File: config.mk
export PLATFORM = sky130hd
export DESIGN_NAME = scc_ctrl
export DESIGN_NICKNAME = d
export VERILOG_FILES = /design/src/rtl/core/assert_macros.svh /design/src/rtl/core/scc_pkg.sv /design/src/rtl/core/scc_ctrl.sv
export SDC_FILE = /design/constraint.sdc
export NUM_CORES = 1
export LEC_CHECK = 0
export BUFFER_PORTS_ARGS = -buffer_cell sky130_fd_sc_hd__buf_4
export CELL_PAD_IN_SITES_DETAIL_PLACEMENT = 0
export CELL_PAD_IN_SITES_GLOBAL_PLACEMENT = 2
export CORE_MARGIN = 5
export CORE_UTILIZATION = 30
export DETAILED_ROUTE_END_ITERATION = 8
export PLACE_DENSITY_LB_ADDON = 0.1
export SLEW_MARGIN = 20
export SYNTH_ARGS = -nofsm -noshare
export SYNTH_HDL_FRONTEND = slang
export SYNTH_SLANG_ARGS = --single-unit
File: constraint.sdc
create_clock -name clk_i -period 2.17 [get_ports clk_i]
set_input_delay 0.1085 -clock clk_i [delete_from_list [all_inputs] [get_ports clk_i]]
set_output_delay 0.1085 -clock clk_i [all_outputs]
set_load 0.01 [all_outputs]
File: src/rtl/core/assert_macros.svh
// Assertion helpers shared by the RTL.
`ifndef ASSERT_MACROS_SVH
`define ASSERT_MACROS_SVH

// Same-cycle implication, disabled while in reset.
`define SCC_ASSERT_IMPL(name, clk, rst_n, ante, cons) \
  name: assert property (@(posedge clk) disable iff (!rst_n) (ante) |-> (cons)) \
    else $error("assertion failed");

// Next-cycle implication, disabled while in reset.
`define SCC_ASSERT_NEXT(name, clk, rst_n, ante, cons) \
  name: assert property (@(posedge clk) disable iff (!rst_n) (ante) |=> (cons)) \
    else $error("assertion failed");

`endif

File: src/rtl/core/scc_pkg.sv
// ----------------------------------------------------------------------------
// scc_pkg
// Shared types and codes for the strongly connected components engine.
// ----------------------------------------------------------------------------
package scc_pkg;

  localparam int unsigned DEF_MAX_NODES = 1024;
  localparam int unsigned DEF_MAX_EDGES = 4096;

  localparam logic [1:0] OP_ADD   = 2'd0;
  localparam logic [1:0] OP_RUN   = 2'd1;
  localparam logic [1:0] OP_QUERY = 2'd2;
  localparam logic [1:0] OP_CLEAR = 2'd3;

  localparam logic [1:0] ST_OK    = 2'd0;
  localparam logic [1:0] ST_FULL  = 2'd1;
  localparam logic [1:0] ST_RANGE = 2'd2;
  localparam logic [1:0] ST_NORUN = 2'd3;

  localparam logic [10:0] NODE_COUNT_RST = 11'd1024;

  // Datapath step commanded by the controller
  typedef enum logic [4:0] {
    STEP_IDLE,
    STEP_ACCEPT,
    STEP_SWEEP_LH,
    STEP_SWEEP_RUN,
    STEP_ADD_RD,
    STEP_ADD_WR,
    STEP_Q_RD1,
    STEP_Q_RD2,
    STEP_Q_OUT,
    STEP_R_CHK,
    STEP_R_TST,
    STEP_VISIT,
    STEP_FRAME,
    STEP_LOOP,
    STEP_TOP,
    STEP_EDGE,
    STEP_EDGE2,
    STEP_FIN,
    STEP_POP,
    STEP_POP2,
    STEP_RET,
    STEP_RET2,
    STEP_RET3,
    STEP_DONE
  } step_e;

  // Datapath status seen by the controller
  typedef struct packed {
    logic [1:0] op;
    logic       add_bad;
    logic       store_full;
    logic       run_done;
    logic       q_bad;
    logic       sweep_last;
    logic       root_end;
    logic       root_seen;
    logic       depth_zero;
    logic       depth_gt1;
    logic       edge_live;
    logic       dest_out;
    logic       dest_new;
    logic       root_comp;
    logic       pop_more;
    logic       out_free;
  } stat_t;

endpackage

File: src/rtl/core/scc_ctrl.sv
// ----------------------------------------------------------------------------
// scc_ctrl
// Sequencer for edge load, search, query and clear.
// ----------------------------------------------------------------------------
module scc_ctrl import scc_pkg::*; (
  input  logic  clk_i,
  input  logic  rst_ni,
  input  logic  in_valid_i,
  output logic  in_ready_o,
  input  stat_t stat_i,
  output step_e cmd_o
);

  localparam logic [4:0] S_INIT  = 5'd0;
  localparam logic [4:0] S_IDLE  = 5'd1;
  localparam logic [4:0] S_DISP  = 5'd2;
  localparam logic [4:0] S_ADDR  = 5'd3;
  localparam logic [4:0] S_ADDW  = 5'd4;
  localparam logic [4:0] S_QRD1  = 5'd5;
  localparam logic [4:0] S_QRD2  = 5'd6;
  localparam logic [4:0] S_QOUT  = 5'd7;
  localparam logic [4:0] S_CLR   = 5'd8;
  localparam logic [4:0] S_RSWP  = 5'd9;
  localparam logic [4:0] S_RCHK  = 5'd10;
  localparam logic [4:0] S_RTST  = 5'd11;
  localparam logic [4:0] S_VISIT = 5'd12;
  localparam logic [4:0] S_FRAME = 5'd13;
  localparam logic [4:0] S_LOOP  = 5'd14;
  localparam logic [4:0] S_TOP   = 5'd15;
  localparam logic [4:0] S_EDGE  = 5'd16;
  localparam logic [4:0] S_EDGE2 = 5'd17;
  localparam logic [4:0] S_FIN   = 5'd18;
  localparam logic [4:0] S_POP   = 5'd19;
  localparam logic [4:0] S_POP2  = 5'd20;
  localparam logic [4:0] S_RET   = 5'd21;
  localparam logic [4:0] S_RET2  = 5'd22;
  localparam logic [4:0] S_RET3  = 5'd23;
  localparam logic [4:0] S_DONE  = 5'd24;

  logic [4:0] state_q, state_d;

  assign in_ready_o = (state_q == S_IDLE);

  always_comb begin
    state_d = state_q;
    cmd_o   = STEP_IDLE;
    unique case (state_q)
      S_INIT: begin
        cmd_o = STEP_SWEEP_LH;
        if (stat_i.sweep_last) state_d = S_IDLE;
      end
      S_IDLE: begin
        if (in_valid_i) begin
          cmd_o   = STEP_ACCEPT;
          state_d = S_DISP;
        end
      end
      S_DISP: begin
        unique case (stat_i.op)
          OP_ADD:   state_d = S_ADDR;
          OP_RUN:   state_d = S_RSWP;
          OP_QUERY: state_d = S_QRD1;
          default:  state_d = S_CLR;
        endcase
      end
      S_ADDR: begin
        cmd_o   = STEP_ADD_RD;
        state_d = (stat_i.add_bad || stat_i.store_full) ? S_DONE : S_ADDW;
      end
      S_ADDW: begin
        cmd_o   = STEP_ADD_WR;
        state_d = S_DONE;
      end
      S_QRD1: begin
        cmd_o   = STEP_Q_RD1;
        state_d = (!stat_i.run_done || stat_i.q_bad) ? S_DONE : S_QRD2;
      end
      S_QRD2: begin
        cmd_o   = STEP_Q_RD2;
        state_d = S_QOUT;
      end
      S_QOUT: begin
        cmd_o   = STEP_Q_OUT;
        state_d = S_DONE;
      end
      S_CLR: begin
        cmd_o = STEP_SWEEP_LH;
        if (stat_i.sweep_last) state_d = S_DONE;
      end
      S_RSWP: begin
        cmd_o = STEP_SWEEP_RUN;
        if (stat_i.sweep_last) state_d = S_RCHK;
      end
      S_RCHK: begin
        cmd_o   = STEP_R_CHK;
        state_d = stat_i.root_end ? S_DONE : S_RTST;
      end
      S_RTST: begin
        cmd_o   = STEP_R_TST;
        state_d = stat_i.root_seen ? S_RCHK : S_VISIT;
      end
      S_VISIT: begin
        cmd_o   = STEP_VISIT;
        state_d = S_FRAME;
      end
      S_FRAME: begin
        cmd_o   = STEP_FRAME;
        state_d = S_LOOP;
      end
      S_LOOP: begin
        cmd_o   = STEP_LOOP;
        state_d = stat_i.depth_zero ? S_RCHK : S_TOP;
      end
      S_TOP: begin
        cmd_o   = STEP_TOP;
        state_d = stat_i.edge_live ? S_EDGE : S_FIN;
      end
      S_EDGE: begin
        cmd_o   = STEP_EDGE;
        state_d = stat_i.dest_out ? S_LOOP : S_EDGE2;
      end
      S_EDGE2: begin
        cmd_o   = STEP_EDGE2;
        state_d = stat_i.dest_new ? S_VISIT : S_LOOP;
      end
      S_FIN: begin
        cmd_o   = STEP_FIN;
        state_d = stat_i.root_comp ? S_POP : S_RET;
      end
      S_POP: begin
        cmd_o   = STEP_POP;
        state_d = S_POP2;
      end
      S_POP2: begin
        cmd_o   = STEP_POP2;
        state_d = stat_i.pop_more ? S_POP : S_RET;
      end
      S_RET: begin
        cmd_o   = STEP_RET;
        state_d = stat_i.depth_gt1 ? S_RET2 : S_LOOP;
      end
      S_RET2: begin
        cmd_o   = STEP_RET2;
        state_d = S_RET3;
      end
      S_RET3: begin
        cmd_o   = STEP_RET3;
        state_d = S_LOOP;
      end
      S_DONE: begin
        if (stat_i.out_free) begin
          cmd_o   = STEP_DONE;
          state_d = S_IDLE;
        end
      end
      default: state_d = S_INIT;
    endcase
  end

  always_ff @(posedge clk_i or negedge rst_ni) begin
    if (!rst_ni) begin
      state_q <= S_INIT;
    end else begin
      state_q <= state_d;
    end
  end

endmodule

==> out/metrics.cfg, run 1 <==
[final_layout]
drive_gt1_share_pct=33.5
final_nets=191
fillCellCount=324
finalInstanceArea_mm2=0.00128
final_cell_mix=buf_4, nor2_1, nand2_1
layout_commonest_cell=buf_4
regMostFlops=state_q
top_regs=state_q: 5 flops
area_delta_synth_final_pct=35.1
largest_reg_flops=5
seqCellArea_um2=126
antenna_cells=0
multiInputGateArea_um2=731

[yosys]
synth-compound-area-share_pct=39.3
synth-xor-area-share_pct=0
ys.flop_type=dfrtp_1
synth.distinct_cells=52
synth_area_per_cell_um2=6.95
ys_ff_latch=5
synth_edf_count=0
synth_fp_nets=156
yosysWarnings=0
synth_fa_ha_area_share_pct=0
synth_top_family_by_area=compound AO/OA/AOI/OAI gates
syn_inst=136
ys_seq_area_share_pct=13.2
synth_area_um2=945
synth_simple_gate_area_share_pct=37.0
synthArstFlopShare_pct=100
synthMuxAreaShare_pct=1.06

[placement]
port_buffers=25
post-dp-hpwl_mm=2.74
dp_worst_setup_slack_ps=294
gp_congestion=0.873
postPlaceCellArea_mm2=0.00124

[sta]
tns_ps=0
finalCritPeriodShare_pct=91.4
rsz0062_at_grt=false
final.setup_skew_ps=0.316
hold_viol=0
relSlewSlack_pct=67.5
finalSetupViolCount=0
slew_viol_final=0
worstMarginPinSlew_ps=475
max_freq_mhz=504
fin_ws_ps=186
finalCriticalPeriod_ps=1980

[floorplanning]
die_w_um=66.1
rows=20
chipHeight_um=66.1
initial_utilization_pct=31.2
placeableCoreArea_mm2=0.00303
die_area_mm2=0.00437
io_pins=26

[pwr]
internal-power_uw=811
switching_share_pct=51.7
p_clk_share_pct=6.5
power_frac_comb_pct=77.7
powerDensity_mw_per_mm2=1320
power_mw=1.68
power_frac_seq_pct=15.8
power.leakage_nw=0.519
power.switching_uw=869
irDropWorstVdd_v=0.000471

[drt]
top_layer=met4
routed_wl_mm=3.45
drt_iter0_drc=51
vias_per_cell=5.57
dr_wl_met3_um=279
drc=0
drt_first_pass_iters=4
ant_nets=0
wl_per_cell_um=16.1
met2_length_mm=1.58
vias=1193
wl_met1_mm=1.52

[global_routing]
grt_pass1_vias=1156
gr-total-overflow=0
grt_pass1_wl_mm=5.67
grt_max_degree=17
antenna_found_initial=0
grt_usage_pct=16.7

[worst_setup_path]
critPathRequiredTime_ps=2060
crit_arrival_ps=1880
reg2reg_from=state_q[2]$_DFFE_PN0P_
crit_path_max_fanout=12
end_kind=primary output
cp-start-kind=flip-flop
crit_type=reg2out
crit_path_start=state_q[2]$_DFFE_PN0P_
rr_worst_depth=5

[clock_tree]
path_clk_slew_ps=40
clock-sinks=5
cts-root-buf=clkbuf_4
numCtsBuffers=3
clk_path_buf_depth=2
cts_tree=done
postCtsSetupBuffers=0
clock_latency_ps=240
htreeDepth=1

[hold_path]
hp-class=in2async

[run]
drv_cap=0

[outcome]
outcome=finished, final reports clean

cell type report:
type / instances / share of cell area [%]
tap: 44 / 4.31
clock buffer: 4 / 2.06
inverter: 4 / 1.18
sequential: 5 / 9.90
timing repair buffer: 41 / 25.3
multi-input combinational: 116 / 57.3
worst max-delay path, stage by stage (launching register included):
cell,delay [ps]
dfrtp_1,650
nor2b_1,380
nand2_1,90
a21oi_1,150
nor2_1,60
o211ai_1,160
buf_4,150
power groups by stage:
stage               clock, mW  sequential, mW  combinational, mW
floorplan                   0           0.160              0.941
CTS                     0.114           0.261               1.30
global route            0.121           0.276               1.43
detailed placement          0           0.262               1.29
finish                  0.109           0.265               1.31
global placement            0           0.264               1.32
cells by family after synthesis:
kind of cell / after synthesis
mux: 1
flops: 5
compound gates: 51
simple gates: 64
buf+inv: 15
per-stage QoR:
stage,util (%),cells,hold slack [ps]
2_1_floorplan,-,136,-187
3_3_place_gp,40.9,209,-88.8
3_5_place_dp,40.9,209,-87.5
4_1_cts,42.1,214,192
5_1_grt,42.1,214,209
6_report,42.1,214,206
synthesized netlist by cell type (all sizes together), types with 2 or more instances:
| cell | instances | area, µm² |
|---|---|---|
| o211ai | 3 | 22.5 |
| inv | 4 | 15.0 |
| nand3 | 4 | 20.0 |
| dfrtp | 5 | 125 |
| a211oi | 3 | 22.5 |
| o21ai | 10 | 50.1 |
| a31oi | 2 | 12.5 |
| a2111oi | 4 | 41.3 |
| nor3 | 5 | 30.0 |
| o22ai | 2 | 12.5 |
| nor2 | 17 | 66.3 |
| nor2b | 5 | 31.3 |
| nand2b | 6 | 40.0 |
| nand2 | 14 | 52.6 |
| buf | 11 | 73.8 |
| a21o | 3 | 22.5 |
| nor4 | 4 | 31.3 |
| a311oi | 2 | 17.5 |
| a21oi | 9 | 48.8 |
metal layers:
metal | GRT usage [%] | vias to the layer above
met1 | 21.6 | 544
met4 | 7.36 | 0
met3 | 3.57 | 8
met2 | 26.5 | 50
li1 | - | 591
met5 | 0 | -
timing repair:
action                     in CTS  in global routing
hold buffers                    1                  0
setup endpoints to repair       0                  1
gates resized for setup         0                  1
hold endpoints to repair        5                  0
final timing paths:
path,endpoint,slack [ps]
hold / removal,state_q[4]$_DFFE_PN0P_,210
setup reg to reg,state_q[3]$_DFFE_PN0P_,230
hold reg to reg,state_q[3]$_DFFE_PN0P_,830
min in group clk_i,state_q[2]$_DFFE_PN0P_,230
setup / recovery,cmd_o[1],190
max in group asynchronous,state_q[1]$_DFFE_PN0P_,1850
Note: power is estimated with default switching activity, not from simulation.
==> inputs of run 2 (changes only) <==
==> constraint.sdc (replaced) <==
create_clock -name clk_i -period 2.17 [get_ports clk_i]
set_input_delay 0.217 -clock clk_i [delete_from_list [all_inputs] [get_ports clk_i]]
set_output_delay 0.217 -clock clk_i [all_outputs]
set_load 0.01 [all_outputs]
==> run 2 against run 1 <==
Clock power about the same. Non-clock buffer count decreased by 6. Combinational power decreased by 8%. Cell area decreased by 3.9%. Critical endpoint unchanged. Largest power group unchanged. Highest routed layer unchanged.
==> out/metrics.cfg, run 2 (synthesized netlist as in run 1, its figures left out) <==
[drt]
wl_per_cell_um=16.0  ; -0.63%
drc=0  ; unchanged
ant_nets=0  ; unchanged
vias_per_cell=5.70  ; +2.3%
drt_first_pass_iters=5  ; +1
routed_wl_mm=3.33  ; -3.4%
drt_iter0_drc=63  ; +24%
vias=1186  ; -0.59%

[clock_tree]
htreeDepth=1  ; unchanged
clock_latency_ps=240  ; about the same
clock-sinks=5  ; unchanged
cts-root-buf=clkbuf_4
path_clk_slew_ps=40  ; about the same
clk_path_buf_depth=2  ; unchanged
cts_tree=done
numCtsBuffers=3  ; unchanged
postCtsSetupBuffers=0  ; unchanged

[placement]
gp_congestion=0.815  ; -6.7%
post-dp-hpwl_mm=2.59  ; -5.5%
postPlaceCellArea_mm2=0.00118  ; -4.6%
port_buffers=25  ; unchanged

[final_layout]
finalInstanceArea_mm2=0.00123  ; -3.9%
area_delta_synth_final_pct=29.8
regMostFlops=state_q
final_cell_mix=buf_4, nor2_1, nand2_1
drive_gt1_share_pct=31.7  ; -1.8 points
largest_reg_flops=5  ; unchanged
layout_commonest_cell=buf_4
antenna_cells=0  ; unchanged
top_regs=state_q: 5 flops
fin_util_pct=40.5  ; -1.7 points
final_nets=185  ; -3.1%

[outcome]
outcome=finished, final reports clean

[sta]
finalCriticalPeriod_ps=2010  ; +26.2 ps
rsz0062_at_grt=false
finalSetupViolCount=0  ; unchanged
relSlewSlack_pct=64.6  ; -3.0 points
tns_ps=0  ; unchanged
max_freq_mhz=498  ; -1.3%
finalCritPeriodShare_pct=92.6  ; +1.2 points
worstMarginPinSlew_ps=518  ; +43.2 ps
slew_viol_final=0  ; unchanged
hold_viol=0  ; unchanged
final.setup_skew_ps=1.91  ; +1.60 ps

[floorplanning]
initial_utilization_pct=31.2  ; unchanged
chipHeight_um=66.1  ; unchanged
die_area_mm2=0.00437  ; unchanged
rows=20  ; unchanged
die_w_um=66.1  ; unchanged
placeableCoreArea_mm2=0.00303  ; unchanged
io_pins=26  ; unchanged

[global_routing]
grt_max_degree=20  ; +3
grt_pass1_vias=1146  ; -0.87%
grt_pass1_wl_mm=5.51  ; -2.9%
antenna_found_initial=0  ; unchanged
gr-total-overflow=0  ; unchanged
grt_usage_pct=16.5  ; -0.27 points

[hold_path]
holdPathEnd=state_q[2]$_DFFE_PN0P_
hold_depth=3
min_from=stat_i[4]
hp-class=in2reg

[worst_setup_path]
rr_worst_depth=6  ; +1
crit_arrival_ps=1790  ; -90 ps
end_kind=primary output
reg2reg_slack_ps=250  ; +20 ps
critPathRequiredTime_ps=1950  ; -110 ps
crit_path_max_fanout=15  ; +3
reg2reg_from=state_q[2]$_DFFE_PN0P_
cp-start-kind=flip-flop
r2r-end=state_q[3]$_DFFE_PN0P_
crit_type=reg2out

[pwr]
irDropWorstVdd_v=0.000416  ; -12%
power.leakage_nw=0.488  ; -6.0%
powerDensity_mw_per_mm2=1310  ; -0.73%

[run]
drv_cap=0  ; unchanged

[run 2: final cells by class]
cell class / count / area, µm²
Fill cell: 328 / 1800
Clock buffer: 4 / 26.3
Sequential cell: 5 / 128
Multi-Input combinational cell: 116 / 737
Timing Repair Buffer: 35 / 265
Inverter: 4 / 15.0
Tap cell: 44 / 55.1
[run 2: power breakdown]
part           internal, mW  total (mW)  switching, mW  leakage (nW)
sequential            0.136       0.282          0.146        0.0611
combinational         0.541        1.21          0.671         0.412
clock                0.0695       0.108         0.0384        0.0150
total                 0.746        1.60          0.856         0.488
[run 2: layer usage]
| metal | GRT usage [%] | wire length (µm) | up-vias |
|---|---|---|---|
| met5 | 0 | 0 | - |
| met1 | 22.4 | 1500 | 548 |
| met4 | 5.08 | 53 | 0 |
| met3 | 3.06 | 231 | 6 |
| li1 | - | - | 575 |
| met2 | 26.1 | 1550 | 57 |
[run 2: critical path: stages, from the launching register on]
cell and delay [ps]:
dfrtp_1 540, nor2b_1 390, nand2_1 90, a21oi_1 150, nor2_1 60, o211ai_1 170
buf_4 150
[run 2: how the worst max path moves through the flow]
| stage | from | end | slack [ps] |
|---|---|---|---|
| detailed placement | state_q[1]$_DFFE_PN0P_ | state_q[3]$_DFFE_PN0P_ | 200 |
| finish | state_q[3]$_DFFE_PN0P_ | cmd_o[1] | 160 |
| CTS | state_q[1]$_DFFE_PN0P_ | cmd_o[4] | 100 |
| global route | state_q[0]$_DFFE_PN0P_ | cmd_o[4] | 50 |
| global placement | state_q[1]$_DFFE_PN0P_ | state_q[3]$_DFFE_PN0P_ | 40 |
| floorplan | state_q[0]$_DFFE_PN0P_ | cmd_o[0] | 650 |
[run 2: timing repair]
| item | in CTS | in global routing |
|---|---|---|
| hold buffers | 1 | 0 |
| resized for setup | 0 | 3 |
| setup endpoints to repair | 0 | 3 |
| hold endpoints to repair | 5 | 0 |
[run 2: per-stage QoR]
stage	hold WS, ps	std cells	setup WS [ps]	total power [mW]
detailed placement	22.3	203	198	1.46
global placement	23.1	203	41.9	1.49
CTS	283	208	102	1.58
global route	316	208	48.8	1.75
floorplan	-78.6	136	649	1.10
finish	286	208	160	1.60
==> inputs of run 3 (changes only) <==
--- a/config.mk
+++ b/config.mk
@@ -12,7 +12,8 @@
 export CORE_UTILIZATION = 30
 export DETAILED_ROUTE_END_ITERATION = 8
 export PLACE_DENSITY_LB_ADDON = 0.1
-export SLEW_MARGIN = 20
+export REMOVE_ABC_BUFFERS = 1
+export SKIP_CTS_REPAIR_TIMING = 1
 export SYNTH_ARGS = -nofsm -noshare
 export SYNTH_HDL_FRONTEND = slang
 export SYNTH_SLANG_ARGS = --single-unit
==> run 3 against run 2 <==
Die area unchanged. Cell area up 1.1%. Maximum frequency down 0.73%. Power up 1.5%. Count of clock-buffer cells in the layout unchanged. Sequential power down 7%. Cell count up 1.4%. Combinational power up 3%. Largest power group unchanged.
==> out/metrics.cfg, run 3 (synthesized netlist as in run 1, its figures left out) <==
[placement]
gp_congestion=0.932  ; +14%
port_buffers=25  ; unchanged
dp_worst_setup_slack_ps=307  ; +109 ps
post-dp-hpwl_mm=2.83  ; +9.1%

[final_layout]
fillCellCount=344  ; +4.9%
final_cell_mix=buf_4, nor2_1, nand2_1
seqCellArea_um2=125  ; -2.0%
layout_commonest_cell=buf_4
regMostFlops=state_q
multiInputGateArea_um2=731  ; -0.85%
top_regs=state_q: 5 flops
final_nets=188  ; +1.6%
area_delta_synth_final_pct=31.3
largest_reg_flops=5  ; unchanged
antenna_cells=0  ; unchanged
drive_gt1_share_pct=31.7  ; about the same

[pwr]
p_clk_share_pct=7.2  ; +0.5 points
switching_share_pct=53.1  ; -0.38 points
irDropWorstVdd_v=0.000541  ; +30%
power_frac_comb_pct=76.6  ; +0.9 points
power_frac_seq_pct=16.2  ; -1.4 points
power.switching_uw=863  ; +0.76%
internal-power_uw=763  ; +2.3%
power.leakage_nw=0.502  ; +3.0%
power_mw=1.63  ; +1.5%
powerDensity_mw_per_mm2=1310  ; +0.34%

[sta]
finalCriticalPeriod_ps=2020  ; +14.8 ps
finalCritPeriodShare_pct=93.3  ; +0.68 points
tns_ps=0  ; unchanged
relSlewSlack_pct=55.1  ; -9.5 points
worstMarginPinSlew_ps=674  ; +156 ps
rsz0062_at_grt=false
fin_ws_ps=145  ; -14.8 ps
hold_viol=0  ; unchanged
slew_viol_final=0  ; unchanged
final.setup_skew_ps=2.24  ; +0.326 ps
max_freq_mhz=494  ; -0.73%
finalSetupViolCount=0  ; unchanged

[outcome]
outcome=finished, final reports clean

[floorplanning]
rows=20  ; unchanged
die_w_um=66.1  ; unchanged
chipHeight_um=66.1  ; unchanged
placeableCoreArea_mm2=0.00303  ; unchanged
initial_utilization_pct=31.2  ; unchanged
die_area_mm2=0.00437  ; unchanged
io_pins=26  ; unchanged

[global_routing]
grt_pass1_vias=1200  ; +4.7%
antenna_found_initial=0  ; unchanged
grt_max_degree=19  ; -5.0%
gr-total-overflow=0  ; unchanged
grt_usage_pct=17.9  ; +1.4 points
grt_pass1_wl_mm=6.05  ; +9.9%

[worst_setup_path]
r2r-end=state_q[3]$_DFFE_PN0P_
crit_type=reg2out
reg2reg_from=state_q[1]$_DFFE_PN0P_
end_kind=primary output
cp-start-kind=flip-flop
reg2reg_slack_ps=290  ; +40 ps
critPathRequiredTime_ps=1950  ; about the same
rr_worst_depth=5  ; -1
crit_path_max_fanout=14  ; -1
crit_arrival_ps=1810  ; +20 ps

[drt]
ant_nets=0  ; unchanged
drc=0  ; unchanged
routed_wl_mm=3.61  ; +8.3%
wl_per_cell_um=17.1  ; +6.7%
vias_per_cell=5.76  ; +1.1%
vias=1216  ; +2.5%
drt_iter0_drc=59  ; -6.3%
drt_first_pass_iters=4  ; -1

[clock_tree]
clock_latency_ps=250  ; about the same
numCtsBuffers=3  ; unchanged
cts_tree=done
clock-sinks=5  ; unchanged
clk_path_buf_depth=2  ; unchanged
cts-root-buf=clkbuf_4
path_clk_slew_ps=50  ; about the same
htreeDepth=1  ; unchanged

[run]
drv_cap=0  ; unchanged

[hold_path]
hold_depth=3  ; unchanged
holdPathEnd=state_q[2]$_DFFE_PN0P_
min_from=stat_i[4]
hp-class=in2reg

[run 3: cell types whose count changed in the layout (fill, tap and decap cells not counted)]
cell / before / now
dfrtp_2: 2 / 0
nor3_2: 0 / 1
buf_4: 34 / 37
nor3_4: 1 / 0
dfrtp_1: 3 / 5
[run 3: worst max path at each step]
| stage | start | end | slack, ps | cells after the start |
|---|---|---|---|---|
| after global routing | state_q[3]$_DFFE_PN0P_ | cmd_o[1] | 20 | 6 |
| final | state_q[3]$_DFFE_PN0P_ | cmd_o[1] | 150 | 6 |
| after global placement | state_q[1]$_DFFE_PN0P_ | state_q[3]$_DFFE_PN0P_ | 270 | 5 |
| after CTS | state_q[1]$_DFFE_PN0P_ | cmd_o[1] | 160 | 6 |
| after detailed placement | state_q[1]$_DFFE_PN0P_ | state_q[3]$_DFFE_PN0P_ | 310 | 5 |
| after floorplan | state_q[2]$_DFFE_PN0P_ | cmd_o[1] | 410 | 5 |
[run 3: power by group through the flow]
stage	Clock, mW	Sequential, mW	Combinational, mW
2_1_floorplan	0	0.299	0.700
3_3_place_gp	0	0.262	1.25
3_5_place_dp	0	0.260	1.24
4_1_cts	0.120	0.260	1.24
5_1_grt	0.129	0.272	1.38
6_report	0.117	0.263	1.25
[run 3: through the flow]
| stage | cells | util [%] | hold slack, ps | instance area, µm² |
|---|---|---|---|---|
| detailed placement | 206 | 39.8 | 29.4 | 1200 |
| floorplan | 125 | - | -78.6 | 871 |
| global placement | 206 | 39.8 | 29.4 | 1200 |
| finish | 211 | 41.0 | 274 | 1240 |
| CTS | 210 | 40.6 | -239 | 1230 |
| global route | 211 | 41.0 | 280 | 1240 |
[run 3: per-layer routing]
metal  track usage, %  wire [µm]  part of all wire [%]
met5                0          0                     0
met4             7.36        100                   2.8
met3             2.04        233                   6.5
met2             28.1       1630                    45
met1             24.4       1640                    45
[run 3: worst max-delay path, cell delays in order, from the launching register on]
cell and delay (ps):
dfrtp_1 540, nor2b_1 420, nand2_1 90, a21oi_1 140, nor2_1 60, o211ai_1 150, buf_4 150
[run 3: final cells by class]
cell class                      instances  area share, %
Timing Repair Buffer                   38           23.2
Sequential cell                         5           10.1
Inverter                                4           1.21
Clock buffer                            4           2.12
Tap cell                               44           4.44
Multi-Input combinational cell        116           58.9
